**src/rtl/ihex_wr_pkg.sv**
```systemverilog
// Shared types, constants and a helper function for the Intel HEX record writer.
package ihex_wr_pkg;

    localparam int CMD_W            = 2;
    localparam int BYTE_W           = 8;
    localparam int ADDR_W           = 16;
    localparam int CHAR_W           = 7;
    localparam int BUF_DEPTH        = 16;
    localparam int RECORD_BYTES_DEF = 16;

    typedef enum logic [CMD_W-1:0] {
        CMD_APPEND   = 2'd0,
        CMD_SET_ADDR = 2'd1,
        CMD_FINISH   = 2'd2,
        CMD_UNUSED   = 2'd3
    } t_cmd;

    localparam logic [CHAR_W-1:0] CH_COLON   = 7'h3A;
    localparam logic [CHAR_W-1:0] CH_NEWLINE = 7'h0A;
    localparam logic [CHAR_W-1:0] CH_ZERO    = 7'h30;
    localparam logic [CHAR_W-1:0] CH_A       = 7'h41;

    // Uppercase hex digit for one nibble.
    function automatic logic [CHAR_W-1:0] hex_char(input logic [3:0] nib);
        logic [CHAR_W-1:0] r;
        if (nib < 4'd10) begin
            r = CH_ZERO + {3'b000, nib};
        end else begin
            r = CH_A + {3'b000, nib - 4'd10};
        end
        return r;
    endfunction

endpackage

```
**src/rtl/intel_hex_record_writer_top.sv**
```systemverilog
// Top level of the Intel HEX record writer: command decode, record buffer and character sequencer.
//
// Formats a stream of commands as Intel HEX text, one ASCII character per output request.
// An append request stores a byte; when RECORD_BYTES bytes are held it
// starts a type-00 data record. A set-address request flushes a partial record and then
// loads the new load address; a finish request flushes and then sends ":00000001FF" and a
// newline. A data record of N bytes is 2*N+12 characters, and the sequencer produces one
// character per cycle through a single output register while the output is not held back.
// One 8-bit adder, shared by all bytes of a record, builds the checksum while the high and
// low digit of each byte go out, and that one-character-per-cycle sequencer sets the rate.
// The input is ready only while the sequencer is idle; a character waiting at the output
// does not hold up a new request. last_of_run marks the final character caused by a
// request; requests with no characters (an append that leaves the buffer short, a
// set-address with an empty buffer, the unused command code) produce nothing.
module intel_hex_record_writer_top #(
    parameter int RECORD_BYTES = ihex_wr_pkg::RECORD_BYTES_DEF
) (
    input  logic                              i_clk,
    input  logic                              i_rst_n,
    input  logic                              i_valid,
    output logic                              o_ready,
    input  logic [ihex_wr_pkg::CMD_W-1:0]     i_command,
    input  logic [ihex_wr_pkg::BYTE_W-1:0]    i_data_byte,
    input  logic [ihex_wr_pkg::ADDR_W-1:0]    i_load_address,
    output logic                              o_valid,
    input  logic                              i_ready,
    output logic [ihex_wr_pkg::CHAR_W-1:0]    o_char_code,
    output logic                              o_last_of_run
);
    import ihex_wr_pkg::*;

    typedef enum logic [2:0] {
        S_IDLE,
        S_COLON,
        S_HI,
        S_LO,
        S_NL
    } t_state;

    t_state              r_state;
    logic [4:0]          r_fill;
    logic [ADDR_W-1:0]   r_addr;
    logic [ADDR_W-1:0]   r_new_addr;
    logic                r_pend_addr;
    logic                r_then_end;
    logic                r_kind;      // 0 for a data record, 1 for the end record
    logic [4:0]          r_idx;       // byte position within the record
    logic [BYTE_W-1:0]   r_sum;
    logic                r_out_valid;
    logic [CHAR_W-1:0]   r_char;
    logic                r_last;
    logic [BYTE_W-1:0]   r_buf [BUF_DEPTH];
    logic [BYTE_W-1:0]   r_rd_byte;   // registered read of the record buffer

    logic                w_accept;
    logic                w_out_free;
    logic [4:0]          n_fill;
    logic                w_full;
    logic [4:0]          w_count;
    logic [BYTE_W-1:0]   w_cur;
    logic                w_is_cksum;
    logic [4:0]          w_buf_pos;
    logic [4:0]          w_rd_pos;

    assign o_ready       = (r_state == S_IDLE);
    assign w_accept      = i_valid && o_ready;
    assign w_out_free    = !r_out_valid || i_ready;
    assign o_valid       = r_out_valid;
    assign o_char_code   = r_char;
    assign o_last_of_run = r_last;

    assign n_fill  = r_fill + 5'd1;
    assign w_full  = (n_fill >= 5'(RECORD_BYTES));
    assign w_count = r_kind ? 5'd0 : r_fill;
    assign w_is_cksum = (r_idx == w_count + 5'd4);
    assign w_buf_pos  = r_idx - 5'd4;
    // While the low digit goes out the read runs one byte ahead, so the next data byte
    // is already registered when its high digit is sent.
    assign w_rd_pos   = (r_state == S_LO && w_out_free) ? r_idx - 5'd3 : w_buf_pos;

    // Byte currently being sent: header fields, buffered data, then the checksum.
    always_comb begin
        if (w_is_cksum) begin
            w_cur = 8'd0 - r_sum;
        end else begin
            case (r_idx)
                5'd0:    w_cur = {3'b000, w_count};
                5'd1:    w_cur = r_kind ? 8'd0 : r_addr[15:8];
                5'd2:    w_cur = r_kind ? 8'd0 : r_addr[7:0];
                5'd3:    w_cur = {7'b0000000, r_kind};
                default: w_cur = r_rd_byte;
            endcase
        end
    end

    // Record buffer storage.
    always_ff @(posedge i_clk) begin
        if (w_accept && (t_cmd'(i_command) == CMD_APPEND)) begin
            r_buf[r_fill[3:0]] <= i_data_byte;
        end
        r_rd_byte <= r_buf[w_rd_pos[3:0]];
    end

    // Sequencer and output register.
    always_ff @(posedge i_clk) begin
        if (!i_rst_n) begin
            r_state     <= S_IDLE;
            r_fill      <= 5'd0;
            r_addr      <= '0;
            r_pend_addr <= 1'b0;
            r_then_end  <= 1'b0;
            r_kind      <= 1'b0;
            r_idx       <= 5'd0;
            r_sum       <= '0;
            r_out_valid <= 1'b0;
            r_last      <= 1'b0;
        end else begin
            // The emitting states only load a character once the register is free,
            // so the valid flag needs clearing only while idle.
            if (i_ready && (r_state == S_IDLE)) begin
                r_out_valid <= 1'b0;
            end
            case (r_state)
                S_IDLE: begin
                    if (w_accept) begin
                        r_new_addr  <= i_load_address;
                        case (t_cmd'(i_command))
                            CMD_APPEND: begin
                                r_kind      <= 1'b0;
                                r_pend_addr <= 1'b0;
                                r_then_end  <= 1'b0;
                                r_fill      <= n_fill;
                                if (w_full) begin
                                    r_state <= S_COLON;
                                end
                            end
                            CMD_SET_ADDR: begin
                                r_kind      <= 1'b0;
                                r_then_end  <= 1'b0;
                                r_pend_addr <= (r_fill != 5'd0);
                                if (r_fill != 5'd0) begin
                                    r_state     <= S_COLON;
                                end else begin
                                    r_addr <= i_load_address;
                                end
                            end
                            CMD_FINISH: begin
                                r_pend_addr <= 1'b0;
                                r_then_end  <= (r_fill != 5'd0);
                                r_kind      <= (r_fill == 5'd0);
                                r_state     <= S_COLON;
                            end
                            default: begin
                            end
                        endcase
                    end
                end
                S_COLON: begin
                    if (w_out_free) begin
                        r_out_valid <= 1'b1;
                        r_char      <= CH_COLON;
                        r_last      <= 1'b0;
                        r_sum       <= '0;
                        r_idx       <= 5'd0;
                        r_state     <= S_HI;
                    end
                end
                S_HI: begin
                    if (w_out_free) begin
                        r_out_valid <= 1'b1;
                        r_char      <= hex_char(w_cur[7:4]);
                        r_last      <= 1'b0;
                        r_state     <= S_LO;
                    end
                end
                S_LO: begin
                    if (w_out_free) begin
                        r_out_valid <= 1'b1;
                        r_char      <= hex_char(w_cur[3:0]);
                        r_last      <= 1'b0;
                        r_sum       <= r_sum + w_cur;
                        if (w_is_cksum) begin
                            r_state <= S_NL;
                        end else begin
                            r_idx   <= r_idx + 5'd1;
                            r_state <= S_HI;
                        end
                    end
                end
                S_NL: begin
                    if (w_out_free) begin
                        r_out_valid <= 1'b1;
                        r_char      <= CH_NEWLINE;
                        r_last      <= r_kind || !r_then_end;
                        if (!r_kind) begin
                            r_addr <= r_pend_addr ? r_new_addr
                                                  : r_addr + {11'd0, r_fill};
                            r_fill <= 5'd0;
                        end
                        if (!r_kind && r_then_end) begin
                            r_kind  <= 1'b1;
                            r_state <= S_COLON;
                        end else begin
                            r_state <= S_IDLE;
                        end
                    end
                end
                default: begin
                    r_state <= S_IDLE;
                end
            endcase
        end
    end

    a_fill_bound: assert property (@(posedge i_clk) disable iff (!i_rst_n)
        r_fill <= 5'(RECORD_BYTES))
        else $error("record buffer holds more bytes than a record");

    a_last_is_newline: assert property (@(posedge i_clk) disable iff (!i_rst_n)
        (o_valid && o_last_of_run) |-> (o_char_code == CH_NEWLINE))
        else $error("final character of a request is not a newline");

    a_idx_bound: assert property (@(posedge i_clk) disable iff (!i_rst_n)
        (r_state == S_HI || r_state == S_LO) |-> (r_idx <= w_count + 5'd4))
        else $error("byte position ran past the checksum");

    a_colon_after_idle: assert property (@(posedge i_clk) disable iff (!i_rst_n)
        ($past(r_state) == S_COLON && r_state == S_HI) |-> (r_char == CH_COLON))
        else $error("record did not open with a colon");

endmodule
```
**config.mk**
```make
export PLATFORM = sky130hd
export DESIGN_NAME = intel_hex_record_writer_top
export DESIGN_NICKNAME = d
export VERILOG_FILES = /design/src/rtl/ihex_wr_pkg.sv /design/src/rtl/intel_hex_record_writer_top.sv
export SDC_FILE = /design/constraint.sdc
export NUM_CORES = 1
export LEC_CHECK = 0
export BUFFER_PORTS_ARGS = -buffer_cell sky130_fd_sc_hd__buf_2
export CORE_MARGIN = 1
export CORE_UTILIZATION = 55
export CTS_BUF_LIST = sky130_fd_sc_hd__clkbuf_4 sky130_fd_sc_hd__clkbuf_8
export CTS_CLUSTER_SIZE = 24
export DETAILED_ROUTE_END_ITERATION = 12
export GPL_TIMING_DRIVEN = 0
export MAX_ROUTING_LAYER = met4
export PLACE_DENSITY = 0.79
export SYNTH_ARGS = -nofsm -noshare
export SYNTH_HDL_FRONTEND = slang
export SYNTH_SLANG_ARGS = --single-unit
```
**constraint.sdc**
```tcl
create_clock -name i_clk -period 3.7 [get_ports i_clk]
set_input_delay 0.925 -clock i_clk [delete_from_list [all_inputs] [get_ports i_clk]]
set_output_delay 0.925 -clock i_clk [all_outputs]
set_load 0.005 [all_outputs]
```
==> metrics.sh, run 1 <==
STATUS='completed'
TIMING.CLOCK.SKEW_PS=21.9
WL_PER_CELL_UM=19.5
POST-SYNTH-TOP-AREA-CELL='edfxtp_1'
GR-USAGE-ALL-LAYERS=0.254
TIMING.CRITICAL_PATH.BUF_INV=3
GLOBALROUTE.TOTALOVERFLOW=0
ROUTE.VIAS.TOTAL=6592
ANTENNA_FOUND_INITIAL=0
ANTENNA_VIOLATING_NETS_POST_ROUTE=0
SYNTH_EDF_COUNT=151
CP_TOP_FAMILY='compound AO/OA/AOI/OAI gates'
STATIC-LEAKAGE-POWER_nW=3.93
CRITPATHMAXSTAGEDELAY_PS=420
GRT_FIRST_PASS_WIRELENGTH_UM=34000
SYNTH.FF_LATCH_COUNT=201
DETAILED_PLACE_HPWL_UM=14400
SYNTH_INSTANCES=758
DIE_H_UM=135
GRT_MAX_DEGREE=17
MAX_CLOCK_FREQ_MHz=280
CTS_HOLD_BUFFERS=0
YS_TOP_CELLS_BY_AREA='edfxtp_1 47%, dfxtp_1 10%, mux4_2 7.4%, ha_1 3.9%, a21oi_1 2.3%'
POWER.SHARE.SWITCHING=0.231
POWER_FRAC_CLOCK=0.416
END_KIND='register'
LAYOUT_MIN_CYCLE_TIME_PS=3570
CRITPATHKIND='register to register'
DIE_WIDTH_UM=135
CTS_SINKS=201
POST_SYNTHESIS_INSTANCE_AREA_MM2=0.00969
AREA_GROWTH_SYN_TO_LAYOUT_PCT=13.5
CTS-ROOT-TO-SINK-BUFFERS=3
TRITONCTS='built'
FINAL_NETS=903
DRIVE_ABOVE_1_SHARE=0.219
CTS_INSERTED_BUFFERS=34
INITIALDRTVIOLATIONCOUNT=578
POST-SYNTH-TOP-AREA-FRACTION=0.468
WORSTPATHCELLLIST='buf_6 > nor2b_1 > ha_1 > xor2_1 > xnor2_1 > o2111ai_4 > buf_4 > mux2i_4 > inv_1 > ha_1 > a21o_1 > a21oi_2 > o22ai_1 > o41ai_2 > xnor2_1 > nand4_1 > o211ai_1'
FINALPOWER_mW=4.65
TIMING.CRITICAL_PATH.FANOUT_MAX=10
CELL_WITH_THE_LARGEST_STAGE_DELAY_ON_THE_WORST_PATH='o41ai_2'
POWER.SEQUENTIAL.FRACTION=0.533
TIMING.SETUP.TNS_PS=0
MAX-SLEW-MARGIN-REL=0.207
NETSWITCHINGPOWER_mW=1.07
YS_ASYNC_SR_FRACTION=0
CTS.HTREE.LEVELS=2
WORST_HOLD_PATH_TYPE='register to register'
POSTSYNTHNETCOUNT=820
FILLER_CELL_COUNT=1268
FIRST_GLOBAL_VIAS=6540
TIMING.FINAL.WS_SETUP_PS=130
TIMING_HOLD_VIOLATIONS_FINAL=0
DETAIL_ROUTE.DRC_VIOLATIONS=0
SYNTHDISTINCTLIBCELLS=72
CLKLATENCYLATEPIN_PS=530
TIMING_WORST_SLEW_PIN_VALUE_PS=1180
PLACE_WORST_SETUP_SLACK_PS=-837
SETUP.WORST_PATH.START_CLASS='register'
SLEW_VIOLATIONS=0
YOSYS_WARNINGS=0
MAX-VDD-IR-DROP_mV=0.377
DRT-VIAS-PER-INSTANCE=6.04
DIODES=0
SHARE_COMB_OF_TOTAL_POWER=0.051
DESIGN.CORE.AREA_MM2=0.0172
CRITICAL_PATH_REQUIRED_PS=4150
LAYOUT.CELLS.NON_FILLER=1091
POWER_PER_CELL_AREA_mW_PER_MM2=423
FINAL-SETUP-VIOL-COUNT=0
NUM_IO_PINS=40
TOTAL_DIE_AREA_MM2=0.0181
CLK_ROOT_BUFFER_CELL='clkbuf_8'
AREA_USED_BY_SEQUENTIAL_LOGIC_IN_THE_LAYOUT_MM2=0.00554
MULTI_INPUT_AREA_MM2=0.00394
INTERNAL_POWER_mW=3.58
PLACED_CELLS_INCL_TAPS=1022
SYNTH_FLOP_CELL='edfxtp_1'
ROUTED_WL_UM=21300
DRT-PASS1-ITER-COUNT=7
CRITICAL_PATH_ARRIVAL_PS=4020
START_UTIL=0.562
GP_ROUTABILITY_CONGESTION=0.883
ROWS=48
SYNTH_SEQUENTIAL_AREA_RATIO=0.572
COUNT_OF_MAX_CAP_CONSTRAINT_VIOLATIONS=0
FINAL.PERIOD_UTILIZATION=0.965
FINALCOREUTILIZATION=0.638
PORT_BUFFERS=39
SYNTH_AREA_PER_CELL_UM2=12.8
CTS.CLK_SLEW.WORST_PATHS_PS=60
-- metrics by stage --
stage / area [um^2] / hold WS (ps)
2_1_floorplan: 9690 / 453
3_3_place_gp: 10200 / 463
3_5_place_dp: 10200 / 468
4_1_cts: 10900 / 483
5_1_grt: 11000 / 516
6_report: 11000 / 484
-- synth_stat cells (3+ instances only) --
cell type  number
edfxtp_1      151
buf_4           4
a221oi_1        3
inv_1          29
mux2_2          5
nand4_1         3
nand2b_1        7
nor2_1         57
buf_2           6
inv_2           3
nor3_1         16
o21ai_0        33
a21oi_1        45
and3_1          5
nand3_1        10
mux4_2         32
a31oi_1         5
nor2b_1        19
o311ai_0        3
o2bb2ai_1       6
or3_1           7
a222oi_1        4
buf_6           3
a32oi_1         3
xor2_1         11
and2_1          3
a211oi_1        9
nand2_1        51
ha_1           30
clkbuf_1       25
nand3b_1        3
xnor2_1        20
o211ai_1       16
mux2i_1        17
a22oi_1        13
dfxtp_1        50
o31ai_1         5
-- layer usage --
metal	vias to the layer above	GRT usage	share of wire
li1	3070	-	-
met1	3240	0.316	0.42
met2	240	0.423	0.50
met3	42	0.0379	0.062
met4	0	0.0930	0.024
met5	-	-	0
-- worst reg2reg max path, delay by kind of cell, from the launching register on --
family	cells	cell delay (ps)
adder cells (fa/ha/maj)	2	440
flip-flops	1	340
multiplexers	1	160
buffers and inverters	3	410
AND/OR/NAND/NOR	2	250
XOR/XNOR	3	630
AO/OA/AOI/OAI	6	1250
-- final cells by class --
| cell class | count | share of cell area |
|---|---|---|
| clock buffer | 48 | 0.0533 |
| multi-input combinational | 487 | 0.358 |
| timing repair buffer | 48 | 0.0239 |
| buffer | 37 | 0.0175 |
| tap | 225 | 0.0256 |
| inverter | 32 | 0.0109 |
| sequential | 201 | 0.504 |
| clock inverter | 13 | 0.00683 |
-- power groups by stage --
stage | registers, mW | logic (mW) | clock network [mW]
6_report | 2.48 | 0.237 | 1.93
5_1_grt | 2.48 | 0.262 | 2.06
4_1_cts | 2.48 | 0.234 | 1.97
3_5_place_dp | 2.52 | 0.229 | 0
3_3_place_gp | 2.52 | 0.223 | 0
2_1_floorplan | 2.52 | 0.142 | 0
-- sequential cells by signal, indices dropped and copies added, names as in the netlist --
| signal | flops |
|---|---|
| r_rd_byte | 8 |
| o_valid | 1 |
| r_new_addr | 16 |
| r_then_end | 1 |
| r_fill | 5 |
| r_idx | 5 |
| o_last_of_run | 1 |
| r_kind | 1 |
| o_char_code | 7 |
| r_sum | 8 |
| r_state | 3 |
| r_pend_addr | 1 |
| r_buf | 128 |
| r_addr | 16 |
-- repair_timing --
action | CTS | global route
gates cloned | 0 | 0
pin swaps | 3 | 4
setup endpoints to repair | 9 | 26
hold endpoints to repair | 0 | 0
buffers inserted | 7 | 2
resized for setup | 11 | 14
-- final timing paths --
kind | slack [ps] | from | cells past startpoint | end
worst max-delay path | 130 | r_fill[3] | 17 | r_sum[7]
worst min-delay path | 480 | r_addr[4] | 2 | r_addr[4]
worst max register to register | 130 | r_fill[3] | 17 | r_sum[7]
worst min register to register | 480 | r_addr[4] | 2 | r_addr[4]
-- cells by family after synthesis --
family,synth area share
multiplexers,0.101
AND/OR/NAND/NOR,0.0964
adder cells (fa/ha/maj),0.0429
XOR/XNOR,0.0297
AO/OA/AOI/OAI,0.127
buffers and inverters,0.0318
flip-flops,0.572
-- placed cells by master, fill, tap and decap left out, types with 14 or more instances in the layout --
cell type / synthesis / routed
mux2i_1: 17 / 14
nor2b_1: 19 / 19
clkbuf_1: 25 / 22
a21oi_1: 45 / 43
nand2_1: 51 / 51
xnor2_1: 20 / 20
edfxtp_1: 151 / 151
nor2_1: 57 / 56
ha_1: 30 / 29
clkbuf_8: 0 / 36
o211ai_1: 16 / 16
o21ai_0: 33 / 32
mux4_2: 32 / 32
inv_1: 29 / 29
buf_2: 6 / 45
dfxtp_1: 50 / 48
Power figures use the tool's default switching activity.
==> inputs of run 2 (changes only) <==
--- a/config.mk
+++ b/config.mk
@@ -6,4 +6,5 @@
 export NUM_CORES = 1
 export LEC_CHECK = 0
+export ABC_AREA = 1
 export BUFFER_PORTS_ARGS = -buffer_cell sky130_fd_sc_hd__buf_2
 export CORE_MARGIN = 1
==> constraint.sdc (replaced) <==
create_clock -name i_clk -period 3.7 [get_ports i_clk]
set_input_delay 0.185 -clock i_clk [delete_from_list [all_inputs] [get_ports i_clk]]
set_output_delay 0.185 -clock i_clk [all_outputs]
set_load 0.005 [all_outputs]
==> run 2 against run 1 <==
  * The flow now finishes with violations (design-rule violations)
  * Combinational power rose to 18 times the previous value
  * Non-clock buffer count grew 7
  * Fmax rose by 3.1%
  * Setup slack improved by 110 ps
  * Wire length up 24%
  * Largest power group is now combinational logic
  * Highest routed layer unchanged
==> metrics.sh, run 2 <==
STATUS='finished with violations'
FAILING_CHECKS='design-rule violations'
CLKLATENCYLATEPIN_PS=540  # about the same
ADDER_AND_MAJORITY_GATE_PORTION_OF_THE_SYNTHESIZED_AREA=0.0406  # -0.00229
WL_PER_CELL_UM=18.3  # -6.3%
PLACED_CELL_AREA_MM2=0.0107  # +5.4%
DETAIL_ROUTE.DRC_VIOLATIONS=2  # +2
WORSTPATHCELLLIST='clkbuf_4 > nand2_1 > inv_1 > ha_1 > xor2_1 > nor2_2 > nand3_4 > nand3_1 > nand2_1 > inv_1 > ha_1 > inv_1 > fa_1 > o21ai_1 > nand2_1 > nand2_1 > a21o_1 > a21oi_1 > o21ai_0 > a21oi_1'
FIRST_GLOBAL_VIAS=7881  # +21%
POST-SYNTH-TOP-AREA-CELL='edfxtp_1'
CRITICAL_PATH_ARRIVAL_PS=3820  # -200 ps
START_UTIL=0.566  # +0.00384
END_KIND='register'
MUXSHAREOFSYNTHAREA=0  # -0.101
SYNTH_EDF_COUNT=151  # unchanged
TOTAL_DIE_AREA_MM2=0.0192  # +5.6%
TIMING_WORST_SLEW_PIN_VALUE_PS=1400  # +217 ps
PORT_BUFFERS=39  # unchanged
CTS_SINKS=201  # unchanged
DIE_H_UM=138  # +2.7%
COMBINATIONAL_FAMILY_WITH_THE_MOST_AREA_AFTER_SYNTHESIS='simple AND/OR/NAND/NOR gates'
SYNTH_FLOP_CELL='edfxtp_1'
ROUTED_WL_UM=26400  # +24%
CTS-ROOT-TO-SINK-BUFFERS=3  # unchanged
SYNTH.FF_LATCH_COUNT=201  # unchanged
SYNTH_SEQUENTIAL_AREA_RATIO=0.541  # -0.0305
TRITONCTS='built'
POSTSYNTHNETCOUNT=1164  # +42%
POST_SYNTHESIS_INSTANCE_AREA_MM2=0.0102  # +5.6%
GLOBALROUTE.TOTALOVERFLOW=0  # unchanged
MAX-SLEW-MARGIN-REL=0.0613  # -0.146
YS_TOP_CELLS_BY_AREA='edfxtp_1 44%, dfxtp_1 9.8%, nand2_1 6.2%, o21ai_0 5.2%, nor2_1 4.7%'
YOSYS.AREA_SHARE.XOR_XNOR=0.0154  # -0.0143
ROWS=49  # +2.1%
SYNTH_AREA_PER_CELL_UM2=9.29  # -27%
TIMING_HOLD_VIOLATIONS_FINAL=0  # unchanged
TIMING.CRITICAL_PATH.FANOUT_MAX=10  # unchanged
FINAL.PERIOD_UTILIZATION=0.936  # -0.0291
YOSYS.AREA_SHARE.SIMPLE=0.193  # +0.0971
SLEW_VIOLATIONS=0  # unchanged
GP_ROUTABILITY_CONGESTION=0.975  # +10%
SYNTH_COMMON_CELLS='169 x nand2_1, 151 x edfxtp_1, 129 x nor2_1, 107 x o21ai_0, 100 x inv_1'
LAYOUT_MIN_CYCLE_TIME_PS=3460  # -108 ps
CPMOSTUSEDCELL='nand2_1'
CRITPATHKIND='register to register'
DESIGN.CORE.AREA_MM2=0.0181  # +4.9%
SETUP.WORST_PATH.START_CLASS='register'
DETAILED_PLACE_HPWL_UM=18300  # +27%
CTS.HTREE.LEVELS=2  # unchanged
TIMING.SETUP.TNS_PS=0  # unchanged
FINAL-SETUP-VIOL-COUNT=0  # unchanged
POWER_PER_CELL_AREA_mW_PER_MM2=787  # +86%
FINISH.INSTANCE_AREA_MM2=0.0116  # +5.2%
ANTENNA_VIOLATING_NETS_POST_ROUTE=0  # unchanged
LARGEST_REGISTER_FF_COUNT=128  # unchanged
GRT_MAX_DEGREE=17  # unchanged
AREA_GROWTH_SYN_TO_LAYOUT_PCT=13.1
COUNT_OF_MAX_CAP_CONSTRAINT_VIOLATIONS=0  # unchanged
SYNTH_COMPOUND_AREA_FRAC=0.148  # +0.0207
MOST_FREQUENT_STANDARD_CELL_IN_THE_LAYOUT_EXCLUDING_FILL_AND_TAP_CELLS='nand2_1'
CTS_INSERTED_BUFFERS=34  # unchanged
GRT_FIRST_PASS_WIRELENGTH_UM=41500  # +22%
DRT-VIAS-PER-INSTANCE=5.83  # -3.5%
BUFFERS_INSERTED_DURING_POST_CTS_SETUP_OPTIMIZATION=0  # -7
CP_TOP_FAMILY='adder cells'
TIMING.CRITICAL_PATH.BUF_INV=4  # +1
INITIALDRTVIOLATIONCOUNT=692  # +20%
DIODES=0  # unchanged
TIMING.CLOCK.SKEW_PS=44.4  # +22.5 ps
DIE_WIDTH_UM=138  # +2.7%
DRIVE_ABOVE_1_SHARE=0.152  # -0.0673
MAX-VDD-IR-DROP_mV=0.484  # +28%
CRITPATHMAXSTAGEDELAY_PS=400  # -20 ps
FINAL_NETS=1256  # +39%
WORST_HOLD_PATH_TYPE='input pin to register'
SYNTH_MOST_COMMON_CELL='nand2_1'
YS_ASYNC_SR_FRACTION=0  # unchanged
ROUTE.VIAS.TOTAL=8424  # +28%
POST-SYNTH-TOP-AREA-FRACTION=0.443  # -0.0250
SYNTHDISTINCTLIBCELLS=45  # -38%
DRT-PASS1-ITER-COUNT=10  # +3
CELL_WITH_THE_LARGEST_STAGE_DELAY_ON_THE_WORST_PATH='fa_1'
CTS.CLK_SLEW.WORST_PATHS_PS=60  # about the same
GR-USAGE-ALL-LAYERS=0.286  # +0.0325
MAX_CLOCK_FREQ_MHz=289  # +3.1%
YOSYS_WARNINGS=0  # unchanged
LAYOUT_COMMON_CELLS='169 x nand2_1, 151 x edfxtp_1, 128 x nor2_1, 106 x o21ai_0, 100 x inv_1'
ANTENNA_FOUND_INITIAL=0  # unchanged
RSZ0062_AT_GRT='no'
STATIC-LEAKAGE-POWER_nW=4.53  # +15%
NUM_IO_PINS=40  # unchanged
SYNTH_INSTANCES=1102  # +45%
PLACED_CELLS_INCL_TAPS=1370  # +34%
CLK_ROOT_BUFFER_CELL='clkbuf_8'
CRITICAL_PATH_REQUIRED_PS=4060  # -90 ps
LAYOUT.CELLS.NON_FILLER=1445  # +32%
run 2: cell types whose count changed after synthesis, sizes merged, moves of 15 or more:
| cell | change |
|---|---|
| nand2 | +135 |
| a21oi | +21 |
| o211ai | +35 |
| mux2i | -19 |
| nor2 | +79 |
| xnor2 | -15 |
| nor2b | -20 |
| nand3 | +71 |
| or2 | +16 |
| o21ai | +87 |
| inv | +81 |
| mux4 | -32 |
run 2: cell type report:
class	count	area (um^2)
fill	1481	6520
sequential	201	5540
multi-input combinational	751	4070
clock buffer	53	636
inverter	114	433
timing repair buffer	56	365
tap	229	287
buffer	36	201
clock inverter	5	43.8
run 2: repair_timing:
item / CTS / global route
hold buffers: 17 / 0
endpoints found under the setup margin: 0 / 1
gates resized for setup: 0 / 4
endpoints found under the hold margin: 35 / 0
run 2: through the flow:
stage | power [mW] | util | worst slack [ps] | hold slack (ps)
2_1_floorplan | 5.88 | - | 708 | 284
3_3_place_gp | 6.91 | 0.592 | 196 | 377
3_5_place_dp | 7.03 | 0.592 | 150 | 380
4_1_cts | 9.05 | 0.639 | 90.7 | 16.6
5_1_grt | 9.70 | 0.640 | 8.35 | 49.0
6_report | 9.10 | 0.640 | 238 | 33.2
run 2: cells by family after synthesis:
group                    count (synthesis)
AO/OA/AOI/OAI                          257
AND/OR/NAND/NOR                        444
adder cells (fa/ha/maj)                 32
XOR/XNOR                                18
buffers and inverters                  150
flip-flops                             201
run 2: worst paths after layout:
path	startpoint	end	slack, ps	cells after the start
min	i_valid	r_then_end	30	5
max	r_fill[2]	r_sum[6]	240	20
min reg2reg	r_then_end	r_then_end	470	2
max reg2reg	r_fill[2]	r_sum[6]	240	20
run 2: tightest hold or removal path: stages:
cell	delay, ps
buf_2	100
inv_1	40
nor2_1	60
nand3_1	60
a21oi_1	60
run 2: routing by layer:
metal | track usage | wire length, um | vias to the layer above
li1 | - | - | 3999
met1 | 0.384 | 11100 | 3919
met2 | 0.441 | 12200 | 426
met3 | 0.0436 | 2310 | 80
met4 | 0.109 | 807 | 0
met5 | - | 0 | -
run 2: power breakdown:
group	switching, mW	internal [mW]	leakage (nW)
clock network	0.906	1.10	0.361
registers	0.243	2.71	1.77
logic	2.82	1.33	2.40
total	3.96	5.14	4.53
==> inputs of run 3 (changes only) <==
- REMOVE_ABC_BUFFERS: default -> 1
- SETUP_SLACK_MARGIN: default -> 0.1
==> run 3 against run 2 <==
  * Non-clock buffer count is 29 lower
  * Register-to-register slack better by 20 ps
  * Critical path depth fell by 9
  * Highest routed layer unchanged
  * The run still ends with design-rule violations left
  * Fmax grew 0.44%
  * Clock skew shrank 33 ps
  * Sequential power about the same
  * Largest power group unchanged
  * Clock-buffer cell count decreased by 6
  * First-iteration DRC count rose by 43%
==> metrics.sh, run 3 (synthesized netlist as in run 2, its figures left out) <==
MAX-VDD-IR-DROP_mV=0.460  # -4.8%
INITIALDRTVIOLATIONCOUNT=991  # +43%
DIODES=0  # unchanged
CTS-ROOT-TO-SINK-BUFFERS=3  # unchanged
GLOBAL_ROUTE.PEAK_USAGE_LAYER='met2'
DIE_WIDTH_UM=138  # unchanged
SLEW_VIOLATIONS=0  # unchanged
GP_ROUTABILITY_CONGESTION=0.944  # -3.2%
MULTI_INPUT_AREA_MM2=0.00409  # +0.55%
NUM_IO_PINS=40  # unchanged
DIE_H_UM=138  # unchanged
COUNT_OF_MAX_CAP_CONSTRAINT_VIOLATIONS=0  # unchanged
GRT_FIRST_PASS_WIRELENGTH_UM=38800  # -6.5%
FAILING_CHECKS='design-rule violations'
SETUP.WORST_PATH.START_CLASS='register'
WL_PER_CELL_UM=17.4  # -4.9%
FINAL-SETUP-VIOL-COUNT=0  # unchanged
ROWS=49  # unchanged
FIRST_GLOBAL_VIAS=7614  # -3.4%
ROUTED_WL_UM=24600  # -6.9%
FINAL.HOLD.WORST_SLACK_PS=15.6  # -17.6 ps
AREA_USED_BY_SEQUENTIAL_LOGIC_IN_THE_LAYOUT_MM2=0.00554  # +0.11%
GR-USAGE-ALL-LAYERS=0.263  # -0.0235
GRT_MAX_DEGREE=68  # +51
STATIC-LEAKAGE-POWER_nW=4.44  # -2.2%
STATUS='finished with violations'
AREA_GROWTH_SYN_TO_LAYOUT_PCT=11.8
POWER_PER_CELL_AREA_mW_PER_MM2=767  # -2.5%
DETAILED_PLACE_HPWL_UM=15400  # -16%
TIMING.CRITICAL_PATH.FANOUT_MAX=67  # +57
MAX-SLEW-MARGIN-REL=0.115  # +0.0536
TIMING.CLOCK.SKEW_PS=10.9  # -33.5 ps
TIMING_HOLD_VIOLATIONS_FINAL=0  # unchanged
CTS_SINKS=201  # unchanged
ANTENNA_FOUND_INITIAL=0  # unchanged
ROUTING_USAGE_ON_MET1=0.353  # -0.0312
FINALPOWER_mW=8.77  # -3.6%
WORST_HOLD_PATH_TYPE='input pin to register'
END_KIND='register'
CLKLATENCYLATEPIN_PS=580  # +40 ps
FILLER_CELL_COUNT=1432  # -3.3%
FINALCOREUTILIZATION=0.633  # -0.00713
LARGEST_REGISTER_FF_COUNT=128  # unchanged
LAYOUT.CELLS.NON_FILLER=1414  # -2.1%
TIMING_WORST_SLEW_PIN_VALUE_PS=1320  # -79.8 ps
DRT-VIAS-PER-INSTANCE=5.78  # -0.94%
CTS_INSERTED_BUFFERS=31  # -8.8%
GLOBALROUTE.TOTALOVERFLOW=0  # unchanged
MOST_FREQUENT_STANDARD_CELL_IN_THE_LAYOUT_EXCLUDING_FILL_AND_TAP_CELLS='nand2_1'
CTS.HTREE.LEVELS=1  # -1
DRT-PASS1-ITER-COUNT=10  # unchanged
CLK_ROOT_BUFFER_CELL='clkbuf_8'
CRITICAL_PATH_REQUIRED_PS=4210  # +150 ps
DETAIL_ROUTE.DRC_VIOLATIONS=11  # +9
PORT_BUFFERS=39  # unchanged
DESIGN.CORE.AREA_MM2=0.0181  # unchanged
USE_MET2=0.410  # -0.0313
ROUTE.VIAS.TOTAL=8166  # -3.1%
CRITICAL_PATH_ARRIVAL_PS=3950  # +130 ps
TOTAL_DIE_AREA_MM2=0.0192  # unchanged
CRITPATHKIND='register to register'
MAX_CLOCK_FREQ_MHz=290  # +0.44%
PLACED_CELLS_INCL_TAPS=1334  # -2.6%
TRITONCTS='built'
START_UTIL=0.566  # unchanged
LAYOUT_MIN_CYCLE_TIME_PS=3450  # -15.3 ps
FINAL.PERIOD_UTILIZATION=0.932  # -0.00414
MET3_CAPACITY_USAGE_DURING_GLOBAL_ROUTING=0.0454  # +0.00173
RSZ0062_AT_GRT='no'
CTS.CLK_SLEW.WORST_PATHS_PS=60  # about the same
FINAL_NETS=1225  # -2.5%
ANTENNA_VIOLATING_NETS_POST_ROUTE=0  # unchanged
LAYOUT_COMMON_CELLS='169 x nand2_1, 151 x edfxtp_1, 127 x nor2_1, 106 x o21ai_0, 100 x inv_1'
DRIVE_ABOVE_1_SHARE=0.138  # -0.0137
==> run 3: cell count changes in the layout (fill, tap and decap cells not counted), moves of 2 or more <==
cell and change:
clkinv_1 +2, clkbuf_8 -2, buf_2 -13, clkinv_2 +2, dfxtp_2 +2, dfxtp_1 -3
buf_6 -5, dlygate4sd3_1 +7, clkbuf_1 -14, buf_4 -2, clkbuf_4 -5, inv_2 -2
==> run 3: stage by stage <==
stage / TNS, ps / worst slack, ps / cell area, um^2
3_5_place_dp: -428 / -117 / 10500
6_report: 0 / 253 / 11400
3_3_place_gp: -268 / -96.9 / 10500
4_1_cts: 0 / 122 / 11400
2_1_floorplan: 0 / 589 / 10000
5_1_grt: 0 / 110 / 11400
==> run 3: area by class of cell <==
class | count | area share
sequential | 201 | 0.485
timing repair buffer | 63 | 0.0381
clock inverter | 8 | 0.00590
tap | 229 | 0.0250
multi-input combinational | 752 | 0.357
clock buffer | 47 | 0.0505
inverter | 114 | 0.0385
==> run 3: worst paths after layout <==
| path | from | end | slack (ps) | cells past startpoint |
|---|---|---|---|---|
| worst max-delay path | r_state[2] | r_rd_byte[4] | 250 | 11 |
| worst min-delay path | i_command[1] | r_kind | 20 | 4 |
| worst max register to register | r_state[2] | r_rd_byte[4] | 250 | 11 |
| worst min register to register | r_then_end | r_then_end | 470 | 2 |
==> run 3: repair_timing <==
| action | 4_1_cts | 5_1_grt |
|---|---|---|
| endpoints found under the setup margin | 9 | 11 |
| pin swaps | 0 | 0 |
| hold endpoints to repair | 92 | 0 |
| hold buffers | 24 | 0 |
| gates cloned | 0 | 1 |
| buffers inserted | 0 | 0 |
| gates resized for setup | 2 | 13 |
==> run 3: where the power goes <==
part	switching (mW)	internal (mW)	total, mW
Clock	0.859	1.06	1.92
Sequential	0.236	2.71	2.95
Combinational	2.69	1.21	3.90
==> run 3: routing by layer <==
metal / up-vias / routed length (um)
met1: 3779 / 10400
met4: 0 / 423
met2: 400 / 11600
met5: - / 0
li1: 3945 / -
met3: 42 / 2160
==> run 3: critical path, stage by stage (launching register included) <==
cell and delay [ps]:
dfxtp_1 360, inv_2 120, nand2_1 90, nor2_2 430, nand2_2 320, nand2_2 160
nand2_4 340, inv_4 690, o21ai_0 240, o211ai_1 300, nand3_1 160, nand2_1 130
